[config.mk]
export PLATFORM = sky130hd
export DESIGN_NAME = fifo_fair_slot_allocator
export DESIGN_NICKNAME = d
export VERILOG_FILES = /design/src/ffsa_pkg.sv /design/src/ffsa_front.sv /design/src/ffsa_cmd_fifo.sv /design/src/ffsa_back.sv /design/src/fifo_fair_slot_allocator.sv
export SDC_FILE = /design/constraint.sdc
export NUM_CORES = 1
export LEC_CHECK = 0
export BUFFER_PORTS_ARGS = -buffer_cell sky130_fd_sc_hd__buf_2
export CORE_ASPECT_RATIO = 0.8
export CORE_MARGIN = 2
export CORE_UTILIZATION = 35
export DETAILED_ROUTE_END_ITERATION = 7
export PLACE_DENSITY = 0.48
export SETUP_SLACK_MARGIN = 0.15
export SYNTH_ARGS = -nofsm -noshare
export SYNTH_HDL_FRONTEND = slang
export SYNTH_HIERARCHICAL = 1
export SYNTH_SLANG_ARGS = --single-unit
[constraint.sdc]
create_clock -name clk -period 5.4 [get_ports clk]
set_input_delay 0.81 -clock clk [delete_from_list [all_inputs] [get_ports clk]]
set_output_delay 0.81 -clock clk [all_outputs]
set_load 0.005 [all_outputs]
[src/ffsa_pkg.sv]
// ----------------------------------------------------------------------------
// ffsa_pkg - shared types and codes of the fair slot allocator
// Command classification, result codes and back-end sequencer states.
// ----------------------------------------------------------------------------
package ffsa_pkg;

	// Fixed field widths of the stream items.
	localparam int IN_ID_W = 8;
	localparam int SLOT_W  = 2;
	localparam int KIND_W  = 3;
	localparam int CFG_W   = 3;
	localparam int TDATA_W = 16;

	localparam logic [CFG_W-1:0] ACTIVE_SLOTS_RESET = 3'd4;

	typedef enum logic {
		FUNC_ACQUIRE = 1'b0,
		FUNC_RELEASE = 1'b1
	} func_t;

	typedef enum logic [KIND_W-1:0] {
		EV_GRANTED     = 3'd0,
		EV_QUEUED      = 3'd1,
		EV_RELEASED    = 3'd2,
		EV_REJECTED    = 3'd3,
		EV_BAD_RELEASE = 3'd4
	} event_kind_t;

	// Classification that the front end attaches to each command.
	typedef struct packed {
		func_t             func;
		logic              zero_id;
		logic              slot_oob;
		logic [SLOT_W-1:0] slot;
	} cmd_ctl_t;

	typedef enum logic {
		BK_EXEC  = 1'b0,
		BK_GRANT = 1'b1
	} back_state_t;

endpackage

[src/ffsa_front.sv]
// ----------------------------------------------------------------------------
// ffsa_front - input side of the fair slot allocator
// Accepts request transactions and classifies them into commands.
// ----------------------------------------------------------------------------
module ffsa_front #(
	parameter int NUM_SLOTS = 4,
	parameter int ID_BITS   = 8
) (
	input  logic                          s_tvalid,
	output logic                          s_tready,
	// s_tdata: requester_id [7:0], slot_index [9:8], zero fill above
	input  logic [ffsa_pkg::TDATA_W-1:0]  s_tdata,
	// s_tuser: func [0]
	input  logic                          s_tuser,
	input  logic                          fifo_full,
	output logic                          push,
	output ffsa_pkg::cmd_ctl_t            push_ctl,
	output logic [ID_BITS-1:0]            push_id
);

	logic [ffsa_pkg::IN_ID_W-1:0] raw_id;
	logic [ffsa_pkg::SLOT_W-1:0]  raw_slot;

	assign raw_id   = s_tdata[ffsa_pkg::IN_ID_W-1:0];
	assign raw_slot = s_tdata[ffsa_pkg::IN_ID_W +: ffsa_pkg::SLOT_W];

	assign s_tready = !fifo_full;
	assign push     = s_tvalid && !fifo_full;

	// Ids are kept at ID_BITS; narrower ids drop the upper input bits.
	assign push_id = ID_BITS'(raw_id);

	always_comb begin
		push_ctl.func     = ffsa_pkg::func_t'(s_tuser);
		push_ctl.zero_id  = (push_id == '0);
		push_ctl.slot_oob = (int'(raw_slot) >= NUM_SLOTS);
		push_ctl.slot     = raw_slot;
	end

endmodule

[src/ffsa_cmd_fifo.sv]
// ----------------------------------------------------------------------------
// ffsa_cmd_fifo - two-entry command queue
// Decouples the classifying front end from the executing back end.
// ----------------------------------------------------------------------------
module ffsa_cmd_fifo #(
	parameter int DATA_W = 8
) (
	input  logic              clk,
	input  logic              arst_n,
	input  logic              push,
	input  logic [DATA_W-1:0] push_data,
	output logic              full,
	input  logic              pop,
	output logic              pop_valid,
	output logic [DATA_W-1:0] pop_data
);

	logic [DATA_W-1:0] entry_q [2];
	logic              wr_ptr_q;
	logic              rd_ptr_q;
	logic [1:0]        count_q;

	assign full      = (count_q == 2'd2);
	assign pop_valid = (count_q != 2'd0);
	assign pop_data  = entry_q[rd_ptr_q];

	always_ff @(posedge clk or negedge arst_n) begin
		if (!arst_n) begin
			wr_ptr_q <= 1'b0;
			rd_ptr_q <= 1'b0;
			count_q  <= 2'd0;
		end else begin
			if (push)
				wr_ptr_q <= !wr_ptr_q;
			if (pop)
				rd_ptr_q <= !rd_ptr_q;
			if (push && !pop)
				count_q <= count_q + 2'd1;
			else if (pop && !push)
				count_q <= count_q - 2'd1;
		end
	end

	always_ff @(posedge clk) begin
		if (push)
			entry_q[wr_ptr_q] <= push_data;
	end

endmodule

[src/ffsa_back.sv]
// ----------------------------------------------------------------------------
// ffsa_back - execution side of the fair slot allocator
// Holds slot ownership and the wait queue, and drives the result register.
// ----------------------------------------------------------------------------
module ffsa_back #(
	parameter int NUM_SLOTS   = 4,
	parameter int QUEUE_DEPTH = 16,
	parameter int ID_BITS     = 8
) (
	input  logic                          clk,
	input  logic                          arst_n,
	input  logic [ffsa_pkg::CFG_W-1:0]    active_slots,
	input  logic                          cmd_valid,
	input  ffsa_pkg::cmd_ctl_t            cmd_ctl,
	input  logic [ID_BITS-1:0]            cmd_id,
	output logic                          cmd_pop,
	output logic                          m_tvalid,
	input  logic                          m_tready,
	output logic [ffsa_pkg::TDATA_W-1:0]  m_tdata,
	output logic [ffsa_pkg::KIND_W-1:0]   m_tuser,
	output logic                          m_tlast
);

	localparam int SIDX_W = (NUM_SLOTS > 1) ? $clog2(NUM_SLOTS) : 1;
	localparam int PTR_W  = $clog2(QUEUE_DEPTH);
	localparam int CNT_W  = $clog2(QUEUE_DEPTH + 1);
	localparam int PAD_W  = ffsa_pkg::TDATA_W - ffsa_pkg::IN_ID_W - ffsa_pkg::SLOT_W;

	// Slot ownership: busy bits are reset, owner ids are written on grant.
	logic [NUM_SLOTS-1:0] busy_q;
	logic [ID_BITS-1:0]   owner_q [NUM_SLOTS];

	// Wait queue memory with a registered head read.
	logic [ID_BITS-1:0]   wq_mem [QUEUE_DEPTH];
	logic [ID_BITS-1:0]   head_rd_q;
	logic [PTR_W-1:0]     head_q;
	logic [PTR_W-1:0]     tail_q;
	logic [CNT_W-1:0]     count_q;

	ffsa_pkg::back_state_t state_q;
	ffsa_pkg::back_state_t state_d;

	logic [NUM_SLOTS-1:0] grant_mask;
	logic [NUM_SLOTS-1:0] free_vec;
	logic [NUM_SLOTS-1:0] rel_mask;
	logic [SIDX_W-1:0]    lf_idx;
	logic                 any_free;
	logic [SIDX_W-1:0]    rel_idx;
	logic                 out_free;
	logic                 grant_follows;

	// Actions decided for this cycle.
	logic                  emit;
	ffsa_pkg::event_kind_t emit_kind;
	logic [ID_BITS-1:0]    emit_id;
	logic [ffsa_pkg::SLOT_W-1:0] emit_slot;
	logic                  emit_last;
	logic                  do_take;
	logic [ID_BITS-1:0]    take_id;
	logic                  do_free;
	logic                  do_push;
	logic                  do_head_pop;

	ffsa_pkg::event_kind_t kind_q;
	logic [ID_BITS-1:0]    out_id_q;
	logic [ffsa_pkg::SLOT_W-1:0] out_slot_q;
	logic                  last_q;
	logic                  valid_q;

	assign out_free = !valid_q || m_tready;
	assign rel_idx  = SIDX_W'(cmd_ctl.slot);

	always_comb begin
		for (int i = 0; i < NUM_SLOTS; i++)
			grant_mask[i] = (int'(active_slots) > i);
		free_vec = ~busy_q & grant_mask;
		any_free = |free_vec;
		lf_idx   = '0;
		for (int i = NUM_SLOTS - 1; i >= 0; i--)
			if (free_vec[i])
				lf_idx = SIDX_W'(i);
		rel_mask = '0;
		if (!cmd_ctl.slot_oob)
			rel_mask[rel_idx] = 1'b1;
		grant_follows = (count_q != '0) && (|(free_vec | (rel_mask & grant_mask)));
	end

	// Sequencer outputs.
	always_comb begin
		emit        = 1'b0;
		emit_kind   = ffsa_pkg::EV_GRANTED;
		emit_id     = '0;
		emit_slot   = '0;
		emit_last   = 1'b1;
		do_take     = 1'b0;
		take_id     = cmd_id;
		do_free     = 1'b0;
		do_push     = 1'b0;
		do_head_pop = 1'b0;
		cmd_pop     = 1'b0;
		unique case (state_q)
			ffsa_pkg::BK_EXEC: begin
				if (cmd_valid && out_free) begin
					emit    = 1'b1;
					cmd_pop = 1'b1;
					if (cmd_ctl.func == ffsa_pkg::FUNC_ACQUIRE) begin
						if (cmd_ctl.zero_id) begin
							emit_kind = ffsa_pkg::EV_REJECTED;
						end else if (count_q == '0 && any_free) begin
							emit_kind = ffsa_pkg::EV_GRANTED;
							emit_id   = cmd_id;
							emit_slot = ffsa_pkg::SLOT_W'(lf_idx);
							do_take   = 1'b1;
						end else if (count_q == CNT_W'(QUEUE_DEPTH)) begin
							emit_kind = ffsa_pkg::EV_REJECTED;
							emit_id   = cmd_id;
						end else begin
							emit_kind = ffsa_pkg::EV_QUEUED;
							emit_id   = cmd_id;
							do_push   = 1'b1;
						end
					end else begin
						emit_slot = cmd_ctl.slot;
						if (cmd_ctl.slot_oob || !busy_q[rel_idx]) begin
							emit_kind = ffsa_pkg::EV_BAD_RELEASE;
						end else begin
							emit_kind = ffsa_pkg::EV_RELEASED;
							emit_id   = owner_q[rel_idx];
							emit_last = !grant_follows;
							do_free   = 1'b1;
						end
					end
				end
			end
			ffsa_pkg::BK_GRANT: begin
				if (out_free) begin
					emit        = 1'b1;
					emit_kind   = ffsa_pkg::EV_GRANTED;
					emit_id     = head_rd_q;
					emit_slot   = ffsa_pkg::SLOT_W'(lf_idx);
					do_take     = 1'b1;
					take_id     = head_rd_q;
					do_head_pop = 1'b1;
				end
			end
			default: ;
		endcase
	end

	// Sequencer next state.
	always_comb begin
		state_d = state_q;
		unique case (state_q)
			ffsa_pkg::BK_EXEC:
				if (do_free && grant_follows)
					state_d = ffsa_pkg::BK_GRANT;
			ffsa_pkg::BK_GRANT:
				if (out_free)
					state_d = ffsa_pkg::BK_EXEC;
			default: state_d = ffsa_pkg::BK_EXEC;
		endcase
	end

	always_ff @(posedge clk or negedge arst_n) begin
		if (!arst_n) begin
			state_q <= ffsa_pkg::BK_EXEC;
			busy_q  <= '0;
			head_q  <= '0;
			tail_q  <= '0;
			count_q <= '0;
			valid_q <= 1'b0;
		end else begin
			state_q <= state_d;
			if (do_take)
				busy_q[lf_idx] <= 1'b1;
			if (do_free)
				busy_q[rel_idx] <= 1'b0;
			if (do_push) begin
				tail_q  <= (tail_q == PTR_W'(QUEUE_DEPTH - 1)) ? '0 : tail_q + 1'b1;
				count_q <= count_q + 1'b1;
			end
			if (do_head_pop) begin
				head_q  <= (head_q == PTR_W'(QUEUE_DEPTH - 1)) ? '0 : head_q + 1'b1;
				count_q <= count_q - 1'b1;
			end
			if (emit)
				valid_q <= 1'b1;
			else if (m_tready)
				valid_q <= 1'b0;
		end
	end

	always_ff @(posedge clk) begin
		if (do_take)
			owner_q[lf_idx] <= take_id;
		if (do_push)
			wq_mem[tail_q] <= cmd_id;
		head_rd_q <= wq_mem[head_q];
		if (emit) begin
			kind_q     <= emit_kind;
			out_id_q   <= emit_id;
			out_slot_q <= emit_slot;
			last_q     <= emit_last;
		end
	end

	assign m_tvalid = valid_q;
	assign m_tuser  = kind_q;
	assign m_tlast  = last_q;
	assign m_tdata  = {{PAD_W{1'b0}}, out_slot_q, ffsa_pkg::IN_ID_W'(out_id_q)};

endmodule

[src/fifo_fair_slot_allocator.sv]
// ----------------------------------------------------------------------------
// fifo_fair_slot_allocator - FIFO-ordered slot allocator
// Grants a pool of slots to requesters strictly in order of arrival.
// ----------------------------------------------------------------------------
// An acquire transaction (tuser 0) is granted the lowest free slot below
// active_slots when nobody is waiting; otherwise the id joins a wait queue of
// QUEUE_DEPTH entries, or is rejected when that queue is full or the id is
// zero. A release transaction (tuser 1) frees its slot and reports the owner;
// when someone waits and a grantable slot is free, a grant to the queue head
// follows as a second result, and only that second result carries tlast.
// Releasing a free or nonexistent slot yields a single bad-release result.
// Timing: the back end executes one command per cycle unless its output stalls
// or a grant is pending; a release that hands its slot on moves the sequencer
// to BK_GRANT, which emits the grant as a second result as the result register
// holds one result at a time; the queue head already waits in a register read
// from the wait-queue memory. A two-entry command queue sits between the input
// and the back end, so up to two request transactions are accepted while a
// result waits to be taken. active_slots is written through the cfg channel,
// which is always ready; write it only while the block is idle.
// ----------------------------------------------------------------------------
module fifo_fair_slot_allocator #(
	parameter int NUM_SLOTS   = 4,
	parameter int QUEUE_DEPTH = 16,
	parameter int ID_BITS     = 8
) (
	input  logic                          clk,
	input  logic                          arst_n,
	// Configuration: active_slots write data
	input  logic                          cfg_valid,
	output logic                          cfg_ready,
	input  logic [ffsa_pkg::CFG_W-1:0]    cfg_data,
	// Request stream
	input  logic                          s_axis_tvalid,
	output logic                          s_axis_tready,
	// s_axis_tdata: requester_id [7:0], slot_index [9:8], zero fill [15:10]
	input  logic [ffsa_pkg::TDATA_W-1:0]  s_axis_tdata,
	// s_axis_tuser: func [0]
	input  logic                          s_axis_tuser,
	// Result stream
	output logic                          m_axis_tvalid,
	input  logic                          m_axis_tready,
	// m_axis_tdata: owner_id [7:0], granted_slot [9:8], zero fill [15:10]
	output logic [ffsa_pkg::TDATA_W-1:0]  m_axis_tdata,
	// m_axis_tuser: event_kind [2:0]
	output logic [ffsa_pkg::KIND_W-1:0]   m_axis_tuser,
	output logic                          m_axis_tlast
);

	localparam int CTL_W = $bits(ffsa_pkg::cmd_ctl_t);
	localparam int CMD_W = CTL_W + ID_BITS;

	logic [ffsa_pkg::CFG_W-1:0] active_slots_q;

	logic               push;
	ffsa_pkg::cmd_ctl_t push_ctl;
	logic [ID_BITS-1:0] push_id;
	logic               fifo_full;
	logic               cmd_pop;
	logic               cmd_valid;
	logic [CMD_W-1:0]   cmd_data;
	ffsa_pkg::cmd_ctl_t cmd_ctl;
	logic [ID_BITS-1:0] cmd_id;

	// The configuration register accepts a write in every cycle.
	assign cfg_ready = 1'b1;

	always_ff @(posedge clk or negedge arst_n) begin
		if (!arst_n) begin
			active_slots_q <= ffsa_pkg::ACTIVE_SLOTS_RESET;
		end else if (cfg_valid) begin
			active_slots_q <= cfg_data;
		end
	end

	ffsa_front #(
		.NUM_SLOTS (NUM_SLOTS),
		.ID_BITS   (ID_BITS)
	) u_front (
		.s_tvalid  (s_axis_tvalid),
		.s_tready  (s_axis_tready),
		.s_tdata   (s_axis_tdata),
		.s_tuser   (s_axis_tuser),
		.fifo_full (fifo_full),
		.push      (push),
		.push_ctl  (push_ctl),
		.push_id   (push_id)
	);

	ffsa_cmd_fifo #(
		.DATA_W (CMD_W)
	) u_cmd_fifo (
		.clk       (clk),
		.arst_n    (arst_n),
		.push      (push),
		.push_data ({push_id, push_ctl}),
		.full      (fifo_full),
		.pop       (cmd_pop),
		.pop_valid (cmd_valid),
		.pop_data  (cmd_data)
	);

	assign cmd_ctl = ffsa_pkg::cmd_ctl_t'(cmd_data[CTL_W-1:0]);
	assign cmd_id  = cmd_data[CTL_W +: ID_BITS];

	ffsa_back #(
		.NUM_SLOTS   (NUM_SLOTS),
		.QUEUE_DEPTH (QUEUE_DEPTH),
		.ID_BITS     (ID_BITS)
	) u_back (
		.clk          (clk),
		.arst_n       (arst_n),
		.active_slots (active_slots_q),
		.cmd_valid    (cmd_valid),
		.cmd_ctl      (cmd_ctl),
		.cmd_id       (cmd_id),
		.cmd_pop      (cmd_pop),
		.m_tvalid     (m_axis_tvalid),
		.m_tready     (m_axis_tready),
		.m_tdata      (m_axis_tdata),
		.m_tuser      (m_axis_tuser),
		.m_tlast      (m_axis_tlast)
	);

endmodule
; ---- Word-level counts from Yosys, hierarchy flattened
; Memory sizes are Yosys's and may differ from the RTL's. A register that Yosys moved wholly into a read port is not among the register bits.
; Index checks and enable logic that the tools add are counted.
[word_totals]
regBits = 40
latchBits = 0
mem_bits_rw = 184
rom_bits = 0
inputBits = 25
elab_cells = 145
mem_count = 3
[classes]
addsub = 6
mul = 0
n_div = 0
n_lt_le_gt_ge = 8
eq_ne = 4
n_shift = 0
muxes = 71
bitwise = 10
n_reduce_logical = 29
[memory_table]
columns = name, depth, word_bits, read_ports, rd_clocked_by_memory_dff, wr, line_no
row1 = u_back.wq_mem, 16, 8, 1, 1, 1, ffsa_back.sv:34  ; logic [ID_BITS-1:0] wq_mem [QUEUE_DEPTH];
row2 = u_back.owner_q, 4, 8, 1, 0, 1, ffsa_back.sv:31  ; logic [ID_BITS-1:0] owner_q [NUM_SLOTS];
row3 = u_cmd_fifo.entry_q, 2, 12, 1, 0, 1, ffsa_cmd_fifo.sv:18  ; logic [DATA_W-1:0] entry_q [2];
[op_table]
columns = op, n
row1 = $mux 8, 7
row2 = $mux 1, 31
row3 = $mux 2, 12
row4 = $mux 4, 5
row5 = $pmux 8 s2, 1
row6 = $mux 3, 5
row7 = $and 4x4->4, 3
row8 = $reduce_or 4->1, 3
row9 = $mux 5, 2
row10 = $logic_and 1x1->1, 9
row11 = $add 4x1->4 const B, 2
row12 = $eq 4x4->1 const B, 2
row13 = $logic_not 1->1, 8
row14 = $logic_not 8->1, 1
row15 = $not 4->4, 2
row16 = $or 4x4->4, 2
row17 = $reduce_bool 2->1, 4
row18 = $gt 3x1->1 const B, 2
row19 = $gt 3x2->1 const B, 2
row20 = $lt 2x3->1 const B, 2
row21 = $pmux 1 s2, 3
row22 = $pmux 3 s2, 1
row23 = $add 5x1->5 const B, 1
row24 = $eq 5x5->1 const B, 1
row25 = other kinds (13), 17

; ---- Logic depth before layout (Yosys ltp)
[logic_depth]
depth_word = 14
mapped_depth = 11
mapped_depth_nobuf = 9

; ---- Cells and area by module
; The synthesis kept the hierarchy.
[by_module_without_submodules]
columns = module, instances, cells_per_inst, area_per_inst_um2
row1 = ffsa_back, 1, 533, 8395.6
row2 = ffsa_cmd_fifo, 1, 56, 1127.3
row3 = ffsa_front, 1, 18, 122.6
row4 = fifo_fair_slot_allocator, 1, 8, 121.4

; ---- Least setup slack after synthesis
; No wires, ideal clock.
[synth_timing]
kind = input port to flip-flop
start = input port m_axis_tready
end = register u_back.count_q[3]
setup_time_ps = 125
arrival_time_ps = 2646
required_ps = 5275
slack_ps = 2629
cell_stages = 10
path_buffers = 2
cell_sequence = nand2b_1 > buf_2 > nand2_1 > inv_1 > clkbuf_1 > ha_1 > a21o_1 > a21oi_1 > xnor2_1 > mux2_4
[synth_between]
word_cells_on_any_way = 8
classes_between = mux (5) / reduce/logical (3)
[synth_rtl]
columns = item, line_no
row1 = start: declaration, fifo_fair_slot_allocator.sv:41  ; input logic m_axis_tready,
row2 = $logic_or 1x1->1 *, ffsa_back.sv:70  ; assign out_free = !valid_q || m_tready;
row3 = $mux 1 *, ffsa_back.sv:136  ; if (out_free) begin
row4 = $mux 1 *, ffsa_back.sv:101  ; unique case (state_q)
row5 = via u_back.do_head_pop, ffsa_back.sv:62  ; logic do_head_pop;
row6 = $mux 5 / $reduce_bool 2->1 (equally long branches), -
row7 = end signal: assignment, ffsa_back.sv:180  ; count_q <= count_q + 1'b1;
row8 = end signal: assignment, ffsa_back.sv:184  ; count_q <= count_q - 1'b1;
row9 = end: declaration, ffsa_back.sv:38  ; logic [CNT_W-1:0] count_q;
; The timed path passes the listed nets; every way through them passes the cells marked *.
; A chain may end at the register's enable or synchronous reset.

; ---- Final worst setup path
[layout_timing]
start = input port m_axis_tready
end = memory u_back.owner_q[1][1] (enable)
[layout_between]
elab_chain_len = 6
word_cells_on_any_way = 7
classes_between = mux (5) / reduce/logical (2)
[layout_rtl]
columns = item, line_no
row1 = $logic_or 1x1->1 *, ffsa_back.sv:70
row2 = $logic_and 1x1->1, ffsa_back.sv:103  ; if (cmd_valid && out_free) begin
row3 = $mux 1, ffsa_back.sv:103
row4 = $pmux 1 s2 *, ffsa_back.sv:101
row5 = $mux 1 *, ffsa_back.sv:194  ; if (do_take)
row6 = $mux 1 (implied by the code) *, ffsa_back.sv:195  ; owner_q[lf_idx] <= take_id;
row7 = end: declaration, ffsa_back.sv:31
; Every way passes the cells marked *; elsewhere a longest branch is shown, timed or not.

==> flow_metrics.env <==
export IMPL_dr_total_vias=5236
export IMPL_yosys_warnings=6
export IMPL_crit_family="simple AND/OR/NAND/NOR gates"
export IMPL_die_area_mm2=0.0293
export IMPL_whs_ns=0.315
export IMPL_start_kind="input pin"
export IMPL_async_flop_share_pct=11.1
export IMPL_ctsHoldBuffers=0
export IMPL_design_area_mm2=0.0111
export IMPL_fmax_mhz=305
export IMPL_area_delta_synth_final_pct=13.4
export IMPL_crit_fanout=26
export IMPL_overflow=0
export IMPL_report_final_slew_viol_count=0
export IMPL_clk_latency_ns=0.52
export IMPL_crit_buf_inv=2
export IMPL_fillers=2514
export IMPL_drt_iter0_markers=432
export IMPL_die_h_um=153
export IMPL_dr_pass1_iters=4
export IMPL_setup_viol=0
export IMPL_peakVddDrop_v=0.000270
export IMPL_hold_viol_final=0
export IMPL_cp_slowest_cell="inv_1"
export IMPL_final_common_cell="edfxtp_1"
export IMPL_synth_top_cells_by_area="edfxtp_1 61%, dfrtp_1 6.4%, mux4_2 5.8%"
export IMPL_gp_congestion=0.766
export IMPL_yosysSeqAreaShare_pct=69.8
export IMPL_critPathKind="input pin to flip-flop"
export IMPL_worst_slew_pin_slew_ns=1.24
export IMPL_hp_class="input pin to asynchronous set/reset pin"
export IMPL_clockBufferDepth=3
export IMPL_skew_ns=0.0161
export IMPL_grt_pass1_vias=5288
export IMPL_grt_max_degree=38
export IMPL_p_leak_nw=3.81
export IMPL_routed_wl_um=20400
export IMPL_max_cap_violations=0
export IMPL_cts_sinks=234
export IMPL_dp_hpwl_um=13500
export IMPL_core_area_mm2=0.0274
export IMPL_postCtsSetupBuffers=0
export IMPL_initial_core_util_pct=35.7
export IMPL_critPathArrivalTime_ns=3.42
export IMPL_post_route_period_util_pct=60.7
export IMPL_drc=0
export IMPL_synth_area_mm2=0.00977
export IMPL_ys_ff_latch=234
export IMPL_dp_cells=983
export IMPL_portBuffers=34
export IMPL_cts_tree="yes"
export IMPL_rsz0062_at_grt="false"
export IMPL_antenna_found_initial=0
export IMPL_diodes=0
export IMPL_path_cells="buf_2 -> nand2b_1 -> nand2_1 -> inv_1 -> a21oi_1 -> nor2_1"
export IMPL_relSlewSlack_pct=17.0
export IMPL_synthCells=615
export IMPL_cts_resized=0
export IMPL_cts_buffers=25
export IMPL_end_kind="flip-flop"
export IMPL_grt_pass1_wl_um=31500
export IMPL_ioPinCount=48
export IMPL_track_usage_pct=14.2
export IMPL_yosysUniqueCellTypes=59
export IMPL_layout_drive_gt1_share_pct=21.1
export IMPL_status="finished clean"
export IMPL_synth_top_area_share_pct=61.5
export IMPL_final_cells=1029
export IMPL_viasPerCell=5.09
export IMPL_synth_ff_type="edfxtp_1"
export IMPL_avgSynthCellArea_um2=15.9
export IMPL_synth_edff_count=200
export IMPL_synth_largest_area_cell="edfxtp_1"
export IMPL_route_detailed_wl_per_inst_um=19.9
export IMPL_htreeDepth=1
export IMPL_fin_nets=681
export IMPL_cpPeakStageDelay_ns=0.83
export IMPL_power_density_mw_per_mm2=515
export IMPL_path_clk_slew_ns=0.05
export IMPL_required_ns=5.54
export IMPL_cts_root_buf="clkbuf_16"
export IMPL_fin_tns_setup_ns=0
export IMPL_die_x_um=191
export IMPL_final_cell_mix="200 x edfxtp_1, 54 x nand2_1, 34 x buf_2, 29 x o21ai_0, 28 x mux2i_1"
export IMPL_dpl_cell_area_mm2=0.0102
export IMPL_rows=54
export IMPL_fin_crit_ns=3.28
export IMPL_antenna_left=0
## worst register-to-register path, stage by stage (launching register included)
cell and delay [ns]:
dfrtp_1 0.37, nand2b_1 0.24, nand2_1 0.40, inv_1 0.84
a21oi_1 0.29, nor2_1 0.73
## Yosys cell counts (6+ instances only)
library cell and instances:
a21oi_1 16, a221oi_1 8, a22oi_1 15, buf_2 12, buf_4 19, clkbuf_1 10
dfrtp_1 25, dfxtp_1 8, edfxtp_1 200, ha_1 9, inv_1 20, mux2_2 24
mux2i_1 28, mux4_2 25, nand2_1 54, nand2b_1 7, nand3_1 6, nor2_1 20
nor2b_1 8, o21ai_0 29, xnor2_1 6
## cell type report
cell class / count / area [um2] / share of cell area, %
clock inverter: 9 / 148 / 1.33
tap: 364 / 455 / 4.11
sequential: 234 / 6820 / 61.6
inverter: 20 / 75.1 / 0.678
clock buffer: 37 / 711 / 6.42
multi-input combinational: 322 / 2630 / 23.7
timing repair buffer: 43 / 238 / 2.15
## worst paths after layout
| kind | from | to | slack, ns | cells after the start |
|---|---|---|---|---|
| worst min register to register | u_cmd_fifo/wr_ptr_q$_DFFE_PN0P_ | u_cmd_fifo/wr_ptr_q$_DFFE_PN0P_ | 0.49 | 1 |
| worst max-delay path | m_axis_tready | u_back/owner_q[1][1]$_DFFE_PP_ | 2.12 | 6 |
| min in group clk | s_axis_tdata[8] | u_cmd_fifo/entry_q[0][0]$_DFFE_PP_ | 0.49 | 1 |
| worst max register to register | u_back/m_tvalid$_DFFE_PN0P_ | u_back/owner_q[1][1]$_DFFE_PP_ | 2.14 | 5 |
| max in group asynchronous | arst_n | u_back/head_q[0]$_DFFE_PN0P_ | 4.63 | 1 |
| worst min-delay path | arst_n | u_back/busy_q[1]$_DFF_PN0_ | 0.32 | 1 |
## layer usage
metal  GRT usage, %  vias to the layer above  part of all wire [%]
met5              0                        -                     0
met4           3.17                        0                   1.9
met1           21.9                     2686                    49
met3           2.18                       32                   4.2
li1               -                     2390                     -
met2           21.2                      128                    44
## sequential cells by signal, summed over array words and instances, names as in the netlist, 2 cells and up
name,count
u_back/owner_q,32
u_back/out_slot_q,2
u_back/m_tuser,3
u_back/tail_q,4
u_back/head_rd_q,8
active_slots_q,3
u_back/wq_mem,128
u_back/count_q,5
u_back/busy_q,4
u_cmd_fifo/count_q,2
u_back/head_q,4
u_back/out_id_q,8
u_cmd_fifo/entry_q,26
## report_power, final
group,switching [mW],internal [mW]
clock,0.665,1.10
combinational,0.795,0.553
sequential,0.205,2.38
## kinds of logic after synthesis
kind of cell               synth area share, %
other                                    0.115
muxes                                     11.7
AOI/OAI and AO/OA                         6.24
buffers and inverters                     3.50
and+or+nand+nor                           6.28
adders and majority gates                 1.46
DFF                                       69.8
xor gates and xnor gates                 0.897
## per-stage QoR
step,power [mW],setup slack (ns),utilization [%]
global placement,3.96,1.68,37.3
global route,6.01,1.84,40.5
CTS,5.78,2.07,40.5
finish,5.70,2.12,40.5
floorplan,3.54,2.63,-
detailed placement,4.00,1.52,37.3
Power figures use the tool's default switching activity.
